$ cat config.mk
export PLATFORM = sky130hd
export DESIGN_NAME = h264_nal_fua_packetizer
export DESIGN_NICKNAME = d
export VERILOG_FILES = /design/src/rtl/hnfp_pkg.sv /design/src/rtl/hnfp_front.sv /design/src/rtl/hnfp_queue.sv /design/src/rtl/hnfp_back.sv /design/src/rtl/h264_nal_fua_packetizer.sv
export SDC_FILE = /design/constraint.sdc
export NUM_CORES = 1
export LEC_CHECK = 0
export BUFFER_PORTS_ARGS = -buffer_cell sky130_fd_sc_hd__buf_2
export CAP_MARGIN = 20
export CORE_ASPECT_RATIO = 0.75
export CORE_MARGIN = 2
export CORE_UTILIZATION = 35
export DETAILED_ROUTE_END_ITERATION = 16
export GPL_ROUTABILITY_DRIVEN = 0
export PLACE_DENSITY = 0.5
export SYNTH_ARGS = -nofsm -noshare
export SYNTH_HDL_FRONTEND = slang
export SYNTH_SLANG_ARGS = --single-unit
$ cat constraint.sdc
create_clock -name clk_i -period 14.4 [get_ports clk_i]
set_clock_uncertainty 0.15 [all_clocks]
set_input_delay 2.88 -clock clk_i [delete_from_list [all_inputs] [get_ports clk_i]]
set_output_delay 2.88 -clock clk_i [all_outputs]
set_load 0.05 [all_outputs]
$ cat src/rtl/hnfp_pkg.sv
// ----------------------------------------------------------------------------
// hnfp_pkg: shared types and constants of the H.264 FU-A packetizer
// Holds the length width, the queue geometry and the job record that the
// front part hands to the back part.
// ----------------------------------------------------------------------------
package hnfp_pkg;

  localparam int LengthBits = 16;
  localparam int LimitBits  = 12;
  localparam int CmpBits    = (LengthBits > LimitBits) ? LengthBits : LimitBits;

  localparam logic [LimitBits-1:0] LimitReset = LimitBits'(1400);
  localparam logic [LimitBits-1:0] LimitFloor = LimitBits'(2);

  localparam logic [7:0] NriMask   = 8'h60;
  localparam logic [7:0] FuAType   = 8'h1C;
  localparam logic [7:0] TypeMask  = 8'h1F;
  localparam logic [7:0] StartBit  = 8'h80;
  localparam logic [7:0] EndBit    = 8'h40;

  localparam int QueueDepth = 4;
  localparam int QueueAw    = $clog2(QueueDepth);
  localparam int QueueCw    = $clog2(QueueDepth + 1);

  // One job: either a single data byte, or FU indicator, FU header and data.
  typedef struct packed {
    logic [7:0]  fu_ind;
    logic [7:0]  fu_hdr;
    logic [7:0]  data;
    logic        three;
    logic        data_first;
    logic        data_last;
    logic [15:0] seq;
  } job_t;

endpackage

$ cat src/rtl/hnfp_front.sv
// ----------------------------------------------------------------------------
// hnfp_front: input classifier of the FU-A packetizer
// Tracks the position within the NAL unit, decides single packet or FU-A,
// counts fragment fill and sequence numbers; a job per byte but FU-A headers.
// ----------------------------------------------------------------------------
module hnfp_front import hnfp_pkg::*; (
  input  logic                 clk_i,
  input  logic                 rst_ni,
  input  logic                 cfg_valid_i,
  output logic                 cfg_ready_o,
  input  logic [LimitBits-1:0] cfg_data_i,
  input  logic                 fire_i,
  input  logic [7:0]           nal_byte_i,
  input  logic [15:0]          nal_length_i,
  output logic                 push_o,
  output job_t                 job_o
);

  logic [LimitBits-1:0]  max_payload_q;
  logic [LengthBits-1:0] pos_q, pos_d;
  logic [LengthBits-1:0] len_q, len_d;
  logic [7:0]            hdr_q, hdr_d;
  logic [LimitBits-1:0]  fill_q, fill_d;
  logic                  frag_q, frag_d;
  logic [15:0]           seq_q, seq_d;

  logic [LimitBits-1:0]  lim;
  logic [LengthBits-1:0] len_in;
  logic                  pos_zero;
  logic                  last_byte;
  logic [LengthBits-1:0] remain;
  logic [LimitBits-1:0]  fill_inc;
  logic                  close;
  logic [7:0]            fuh;

  assign cfg_ready_o = 1'b1;
  assign lim = (max_payload_q < LimitFloor) ? LimitFloor : max_payload_q;
  assign len_in = LengthBits'(nal_length_i);
  assign pos_zero = (pos_q == '0);

  always_comb begin
    len_d  = len_q;
    hdr_d  = hdr_q;
    frag_d = frag_q;
    fill_d = fill_q;
    seq_d  = seq_q;
    push_o = 1'b0;
    close  = 1'b0;
    fuh    = '0;
    job_o  = '0;
    if (pos_zero) begin
      len_d  = (len_in == '0) ? LengthBits'(1) : len_in;
      hdr_d  = nal_byte_i;
      frag_d = CmpBits'(len_d) > CmpBits'(lim);
      fill_d = '0;
    end
    last_byte = ({1'b0, pos_q} + (LengthBits + 1)'(1)) >= {1'b0, len_d};
    remain    = len_d - pos_q;
    fill_inc  = fill_d + LimitBits'(1);

    job_o.data   = nal_byte_i;
    job_o.seq    = seq_q;
    job_o.fu_ind = (hdr_d & NriMask) | FuAType;
    if (!frag_d) begin
      push_o           = fire_i;
      job_o.data_first = pos_zero;
      job_o.data_last  = last_byte;
      if (fire_i && last_byte) begin
        seq_d = seq_q + 16'd1;
      end
    end else if (!pos_zero) begin
      fuh = hdr_d & TypeMask;
      if (pos_q == LengthBits'(1)) begin
        fuh = fuh | StartBit;
      end
      if (CmpBits'(remain) <= CmpBits'(lim)) begin
        fuh = fuh | EndBit;
      end
      close = last_byte || (fill_inc >= lim) || (fill_inc == '0);
      push_o           = fire_i;
      job_o.three      = (fill_d == '0);
      job_o.fu_hdr     = fuh;
      job_o.data_last  = close;
      fill_d = close ? '0 : fill_inc;
      if (fire_i && close) begin
        seq_d = seq_q + 16'd1;
      end
    end
    pos_d = last_byte ? '0 : pos_q + LengthBits'(1);
  end

  always_ff @(posedge clk_i or negedge rst_ni) begin
    if (!rst_ni) begin
      max_payload_q <= LimitReset;
      pos_q         <= '0;
      len_q         <= '0;
      hdr_q         <= '0;
      fill_q        <= '0;
      frag_q        <= 1'b0;
      seq_q         <= '0;
    end else begin
      if (cfg_valid_i) begin
        max_payload_q <= cfg_data_i;
      end
      if (fire_i) begin
        pos_q  <= pos_d;
        len_q  <= len_d;
        hdr_q  <= hdr_d;
        fill_q <= fill_d;
        frag_q <= frag_d;
        seq_q  <= seq_d;
      end
    end
  end

endmodule

$ cat src/rtl/hnfp_queue.sv
// ----------------------------------------------------------------------------
// hnfp_queue: short job queue between front and back
// A small register FIFO that lets the front and the back stall on their own.
// ----------------------------------------------------------------------------
module hnfp_queue import hnfp_pkg::*; (
  input  logic clk_i,
  input  logic rst_ni,
  input  logic push_i,
  input  job_t push_data_i,
  output logic full_o,
  input  logic pop_i,
  output logic valid_o,
  output job_t pop_data_o
);

  job_t               mem_q [QueueDepth];
  logic [QueueAw-1:0] wr_ptr_q, rd_ptr_q;
  logic [QueueCw-1:0] count_q;
  logic               do_push, do_pop;

  assign full_o     = (count_q == QueueCw'(QueueDepth));
  assign valid_o    = (count_q != '0);
  assign pop_data_o = mem_q[rd_ptr_q];
  assign do_push    = push_i && !full_o;
  assign do_pop     = pop_i && valid_o;

  always_ff @(posedge clk_i) begin
    if (do_push) begin
      mem_q[wr_ptr_q] <= push_data_i;
    end
  end

  always_ff @(posedge clk_i or negedge rst_ni) begin
    if (!rst_ni) begin
      wr_ptr_q <= '0;
      rd_ptr_q <= '0;
      count_q  <= '0;
    end else begin
      if (do_push) begin
        wr_ptr_q <= wr_ptr_q + QueueAw'(1);
      end
      if (do_pop) begin
        rd_ptr_q <= rd_ptr_q + QueueAw'(1);
      end
      if (do_push && !do_pop) begin
        count_q <= count_q + QueueCw'(1);
      end else if (do_pop && !do_push) begin
        count_q <= count_q - QueueCw'(1);
      end
    end
  end

endmodule

$ cat src/rtl/hnfp_back.sv
// ----------------------------------------------------------------------------
// hnfp_back: output sequencer of the FU-A packetizer
// Holds one job in its output register and sends its one or three bytes.
// ----------------------------------------------------------------------------
module hnfp_back import hnfp_pkg::*; (
  input  logic        clk_i,
  input  logic        rst_ni,
  input  logic        q_valid_i,
  input  job_t        q_data_i,
  output logic        pop_o,
  output logic        valid_o,
  input  logic        ready_i,
  output logic [7:0]  payload_byte_o,
  output logic        packet_first_o,
  output logic        packet_last_o,
  output logic [15:0] sequence_number_o,
  output logic        last_of_run_o
);

  job_t       job_q;
  logic       vld_q;
  logic [1:0] idx_q;
  logic [1:0] last_idx;
  logic       out_fire, done, load;

  assign last_idx = job_q.three ? 2'd2 : 2'd0;
  assign out_fire = vld_q && ready_i;
  assign done     = out_fire && (idx_q == last_idx);
  assign load     = !vld_q || done;
  assign pop_o    = load && q_valid_i;

  always_comb begin
    unique case (idx_q)
      2'd0:    payload_byte_o = job_q.three ? job_q.fu_ind : job_q.data;
      2'd1:    payload_byte_o = job_q.fu_hdr;
      default: payload_byte_o = job_q.data;
    endcase
    packet_first_o = job_q.three ? (idx_q == 2'd0) : job_q.data_first;
    packet_last_o  = (idx_q == last_idx) && job_q.data_last;
    last_of_run_o  = (idx_q == last_idx);
  end

  assign valid_o           = vld_q;
  assign sequence_number_o = job_q.seq;

  always_ff @(posedge clk_i) begin
    if (pop_o) begin
      job_q <= q_data_i;
    end
  end

  always_ff @(posedge clk_i or negedge rst_ni) begin
    if (!rst_ni) begin
      vld_q <= 1'b0;
      idx_q <= '0;
    end else if (load) begin
      vld_q <= q_valid_i;
      idx_q <= '0;
    end else if (out_fire) begin
      idx_q <= idx_q + 2'd1;
    end
  end

`ifndef SYNTHESIS
  a_idx_range: assert property (@(posedge clk_i) disable iff (!rst_ni)
    vld_q |-> (idx_q <= last_idx))
    else $error("byte index beyond end of job");
  a_pop_restart: assert property (@(posedge clk_i) disable iff (!rst_ni)
    pop_o |=> (idx_q == 2'd0) && vld_q)
    else $error("new job does not start at its first byte");
  a_no_pop_busy: assert property (@(posedge clk_i) disable iff (!rst_ni)
    (vld_q && !done) |-> !pop_o)
    else $error("job taken from queue while one is still being sent");
`endif

endmodule

$ cat src/rtl/h264_nal_fua_packetizer.sv
// ----------------------------------------------------------------------------
// h264_nal_fua_packetizer: H.264 NAL unit to RTP payload (single / FU-A)
// Top level joining the input classifier, job queue and output sequencer.
// ----------------------------------------------------------------------------
// Usage:
//   The slave stream takes one NAL unit byte per request, header byte first,
//   with the unit length beside it (sampled on the first byte only).
//   The master stream gives RTP payload bytes; tlast marks the last byte of
//   a packet, tuser carries the first-of-packet and last-of-input marks.
//   The config channel writes max_payload whenever it is valid (ready is
//   always high); write it only while the block is idle.
//   A job passes the job queue and then the output register before its first
//   byte appears. Throughput: one output byte per cycle while the receiver
//   is ready. Input requests are taken every cycle while the four-entry job
//   queue has room; a byte that opens an FU-A fragment gives three output
//   bytes; inputs also pause when prefixes pile up faster than output drains.
//   Reset clears position, fill and sequence counters and sets max_payload
//   to 1400. When the receiver stalls, the output byte holds, the queue
//   fills, and then slave tready drops.
// ----------------------------------------------------------------------------
module h264_nal_fua_packetizer import hnfp_pkg::*; (
  input  logic                 clk_i,
  input  logic                 rst_ni,
  input  logic                 cfg_valid_i,
  output logic                 cfg_ready_o,
  input  logic [LimitBits-1:0] cfg_data_i,   // max_payload
  input  logic                 s_axis_tvalid,
  output logic                 s_axis_tready,
  input  logic [23:0]          s_axis_tdata, // [7:0] nal_byte, [23:8] nal_length
  output logic                 m_axis_tvalid,
  input  logic                 m_axis_tready,
  output logic [23:0]          m_axis_tdata, // [7:0] payload_byte, [23:8] sequence_number
  output logic                 m_axis_tlast, // packet_last
  output logic [1:0]           m_axis_tuser  // [0] packet_first, [1] last_of_run
);

  logic        fire;
  logic        push, full, pop, q_valid;
  job_t        push_job, pop_job;
  logic [7:0]  payload_byte;
  logic [15:0] sequence_number;
  logic        packet_first, last_of_run;

  assign s_axis_tready = !full;
  assign fire = s_axis_tvalid && s_axis_tready;

  hnfp_front u_front (
    .clk_i        (clk_i),
    .rst_ni       (rst_ni),
    .cfg_valid_i  (cfg_valid_i),
    .cfg_ready_o  (cfg_ready_o),
    .cfg_data_i   (cfg_data_i),
    .fire_i       (fire),
    .nal_byte_i   (s_axis_tdata[7:0]),
    .nal_length_i (s_axis_tdata[23:8]),
    .push_o       (push),
    .job_o        (push_job)
  );

  hnfp_queue u_queue (
    .clk_i       (clk_i),
    .rst_ni      (rst_ni),
    .push_i      (push),
    .push_data_i (push_job),
    .full_o      (full),
    .pop_i       (pop),
    .valid_o     (q_valid),
    .pop_data_o  (pop_job)
  );

  hnfp_back u_back (
    .clk_i             (clk_i),
    .rst_ni            (rst_ni),
    .q_valid_i         (q_valid),
    .q_data_i          (pop_job),
    .pop_o             (pop),
    .valid_o           (m_axis_tvalid),
    .ready_i           (m_axis_tready),
    .payload_byte_o    (payload_byte),
    .packet_first_o    (packet_first),
    .packet_last_o     (m_axis_tlast),
    .sequence_number_o (sequence_number),
    .last_of_run_o     (last_of_run)
  );

  assign m_axis_tdata = {sequence_number, payload_byte};
  assign m_axis_tuser = {last_of_run, packet_first};

endmodule
==> out/results.txt <==
The logs give 0 for the post-route DRC violation count and 33.3% for the fraction of power consumed by sequential logic. The run gives 21.2% as the power share of the clock group. Estimated wirelength of the detail-placed design: 20300 µm. Internal power comes to 2.26 mW.

The floorplan step defined a die boundary enclosing 0.0403 mm². At the pin with the least slew margin, the transition time is 1.04 ns. In this run the critical register-to-register path is launched from u_front.pos_q[1].

The tools report the antenna violation net count after detailed routing as 0. The synthesized area per cell was 12.6 µm²; the final critical-path required period was 6.76 ns. The total power density per cell area is 243 mW/mm². The logs give 15.4% for the total global-route track usage and 612 for the number of DRC markers after the initial detailed-route iteration. For the worst flop-to-flop path, the logic depth is 22. The tools report the detailed-router iteration count before antenna repair as 4. Among all flip-flop cells after synthesis, the most frequent one is edfxtp_1. Entering global routing, the biggest net connects 63 pins. The initial standard-cell utilization of the core was 35.4%; the number of placement rows was 62. At the later pin of the worst-skew pair, clock insertion delay measures 0.57 ns. Once the clock tree was built, the resizer swapped 0 gates to a different size. The first global-routing pass estimated 48500 µm of wire.

The maximum VDD drop is 0.0977 mV, and the number of levels in the clock H-tree is 1. The flow ran to the end, and the final reports show no timing, DRC or antenna violations. The wire length reported by the detailed router was 30500 µm.

The post-CTS setup buffer count is 0. The worst relative slew slack is 30.9%, and the port buffer count is 69. Counting flops with a built-in enable in the synthesized netlist gives 180. For this block, the via count after detailed routing is 8302. The number of hold buffers added after CTS was 0. The final layout net count is 1236.

The element type at the critical path start is an input pin. Of all flip-flops after synthesis, the portion carrying an async set or reset was 33.3%. Counting every instance in the synthesized netlist gives 1071.

The worst path required time is 14.55 ns. The vertical die dimension is 174 µm, and the cell area after synthesis is 0.0135 mm². The worst hold path belongs to the class reg2reg.

CTS saw 270 sinks. Buffers inserted during clock tree synthesis total 29. For this run, the number of Yosys warnings is 0. The kind of critical path was in2reg.

Setup repair after global routing left no endpoint under its margin. STA classifies the critical path endpoint as a flop. The signed area change from the synthesized netlist to the final layout works out to 13.0%.

After synthesis the netlist holds a flip-flop and latch count of 270. The highest net fanout along the worst path is 4, and the leakage power is 5.98 nW. In the routed layout, each cell is associated on average with a via count of 5.04.

Leaving out fill and tap cells, the most frequent cell in the layout is edfxtp_1. Sequential cells were found to cover 56.6% of the synthesized design area. The library cells used most frequently in the layout, excluding fill and tap cells, are edfxtp_1 (180), nand2_1 (120), dfrtp_1 (82). After clock tree synthesis, the clock-pin slew on the worst setup and hold paths is 0.06 ns. The count of final max-slew check failures was 0; the minimum setup slack among reg-to-reg paths was 8.90 ns. For hold timing, the worst endpoint is u_front.hdr_q[2]. The worst hold-check slack is 0.348 ns, and the top-level port count is 71. Number of buffers between clock root and the deepest sink: 3. CTS placed an instance of clkbuf_16 at the clock tree root. TritonCTS built the clock tree.

Endpoint of the worst register-to-register path: u_queue.mem_q[2][33]. Timing would allow up to 0.148 GHz. Number of global-route vias before repair: 8408. Setup violations remaining at the end of the flow were counted as 0. The period utilization was 46.9%.

For the synthesized netlist net count, the log shows 1195. The count of cells along the worst hold path was 1. For the critical path data arrival time, the log shows 6.90 ns. For the max-cap violation count, the log shows 0. In this run switching power makes up 39.4% of total power. The run gives 0 as the number of hold violations in the final report. The logs give 0 for the count of antenna diodes in the layout and 45.5% for the part of the power in combinational logic.

The total core area is 0.0382 mm². In the final layout, the share of cells above drive strength 1 is 19.1%. Counting distinct cell types in the post-synthesis netlist gives 71. The total negative slack is 0 ns. The startpoint identified for the worst hold timing path is u_front.hdr_q[2]. Power dissipated by switching net loads: 1.47 mW. The average routed wire per standard cell is 18.5 µm. Global routing finished with a remaining overflow of 0. Measured along the x axis, the die boundary spans 231 µm. The number of antenna violations at the first check in global routing was 1.
area by class of cell:
cell class / instances / area (µm²)
clock buffers: 36 / 772
multi-input cells: 670 / 5310
clock inverters: 18 / 234
repair buffers: 81 / 458
flip-flops and latches: 270 / 7670
inverters: 60 / 225
well taps: 512 / 641
fillers: 3582 / 22900
state kept, by name, summed over array words and instances (netlist names), 2 cells and up:
signal,flops
u_front.pos_q,16
u_front.hdr_q,7
u_queue.mem_q,144
u_front.len_q,16
u_front.fill_q,12
u_queue.rd_ptr_q,2
u_back.sequence_number_o,16
u_front.max_payload_q,12
u_queue.wr_ptr_q,2
u_queue.count_q,3
u_front.seq_q,16
u_back.job_q,20
u_back.idx_q,2
power by group through the flow:
stage / combinational [mW] / sequential, mW / clock (mW)
global placement: 1.69 / 1.25 / 0
finish: 1.69 / 1.24 / 0.788
CTS: 1.71 / 1.24 / 0.810
floorplan: 1.33 / 1.19 / 0
global route: 1.90 / 1.27 / 0.839
detailed placement: 1.70 / 1.26 / 0
logic make-up (layout without fill, tap and decap cells):
group                    count (synthesis)  in the layout  synth area share, %
AO/OA/AOI/OAI                          168            168                 8.25
buffers and inverters                  131            195                 4.23
other                                    1              1               0.0277
flip-flops                             270            270                 56.6
adder cells (fa/ha/maj)                 83             83                 7.78
multiplexers                            73             73                 9.00
AND/OR/NAND/NOR                        292            292                 10.7
XOR/XNOR                                53             53                 3.43
how the worst max path moves through the flow:
stage | slack (ns) | from | endpoint | cells after the start
6_report | 7.64 | s_axis_tdata[21] | u_queue.mem_q[3][33] | 16
5_1_grt | 7.23 | s_axis_tdata[21] | u_queue.mem_q[2][33] | 16
4_1_cts | 7.63 | s_axis_tdata[21] | u_queue.mem_q[0][33] | 16
3_5_place_dp | 7.09 | s_axis_tdata[21] | u_queue.mem_q[0][33] | 16
3_3_place_gp | 7.20 | s_axis_tdata[21] | u_queue.mem_q[1][33] | 16
2_1_floorplan | 7.91 | s_axis_tdata[20] | u_queue.mem_q[0][33] | 18
synth_stat cells (all sizes together) (7+ instances only):
| master | instances | area share, % |
|---|---|---|
| o21ai | 57 | 2.1 |
| o21a | 10 | 0.55 |
| mux2 | 30 | 2.5 |
| a22o | 10 | 0.65 |
| buf | 30 | 1.4 |
| ha | 81 | 7.5 |
| and2 | 17 | 0.79 |
| mux2i | 7 | 0.52 |
| nor4 | 16 | 0.99 |
| xnor2 | 30 | 1.9 |
| edfxtp | 180 | 40 |
| nand2 | 120 | 3.3 |
| a21oi | 26 | 0.99 |
| and3 | 11 | 0.51 |
| nor3 | 18 | 0.67 |
| clkbuf | 41 | 1.2 |
| nand3 | 20 | 0.74 |
| dfrtp | 84 | 16 |
| xor2 | 23 | 1.5 |
| o22ai | 7 | 0.32 |
| inv | 60 | 1.7 |
| nand4 | 13 | 0.71 |
| a21o | 11 | 0.61 |
| mux4 | 36 | 6.0 |
| nor2 | 46 | 1.3 |
worst max-delay path: stages:
cell	delay [ns]
buf_2	0.12
nor4_2	0.45
a41oi_1	0.31
o21a_1	0.27
ha_1	0.21
inv_1	0.07
fa_1	0.41
ha_1	0.30
nor2b_1	0.13
o21ai_0	0.16
nand2b_1	0.08
a2111oi_0	0.42
o21ai_0	0.20
a221oi_1	0.33
o211ai_1	0.14
nor3_1	0.41
layer usage:
metal  vias to the layer above  wire, µm  global-route usage [%]  share of wire [%]
met3                        40      1030                    2.40                3.4
met4                         0       576                    3.20                1.9
met2                       107     13200                    23.4                 43
met5                         -         0                       0                  0
li1                       4000         -                       -                  -
met1                      4155     15700                    23.3                 51
stage by stage:
step           total power, mW  instance area, µm²  cells  util, %  setup slack, ns
3_5_place_dp              2.96               14300   1592     37.3             7.09
4_1_cts                   3.76               15300   1646     39.9             7.63
2_1_floorplan             2.52               13500   1071        -             7.91
6_report                  3.72               15300   1647     40.0             7.64
3_3_place_gp              2.95               14300   1592     37.3             7.20
5_1_grt                   4.00               15300   1647     40.0             7.23
Note: power is estimated with default switching activity, not from simulation.
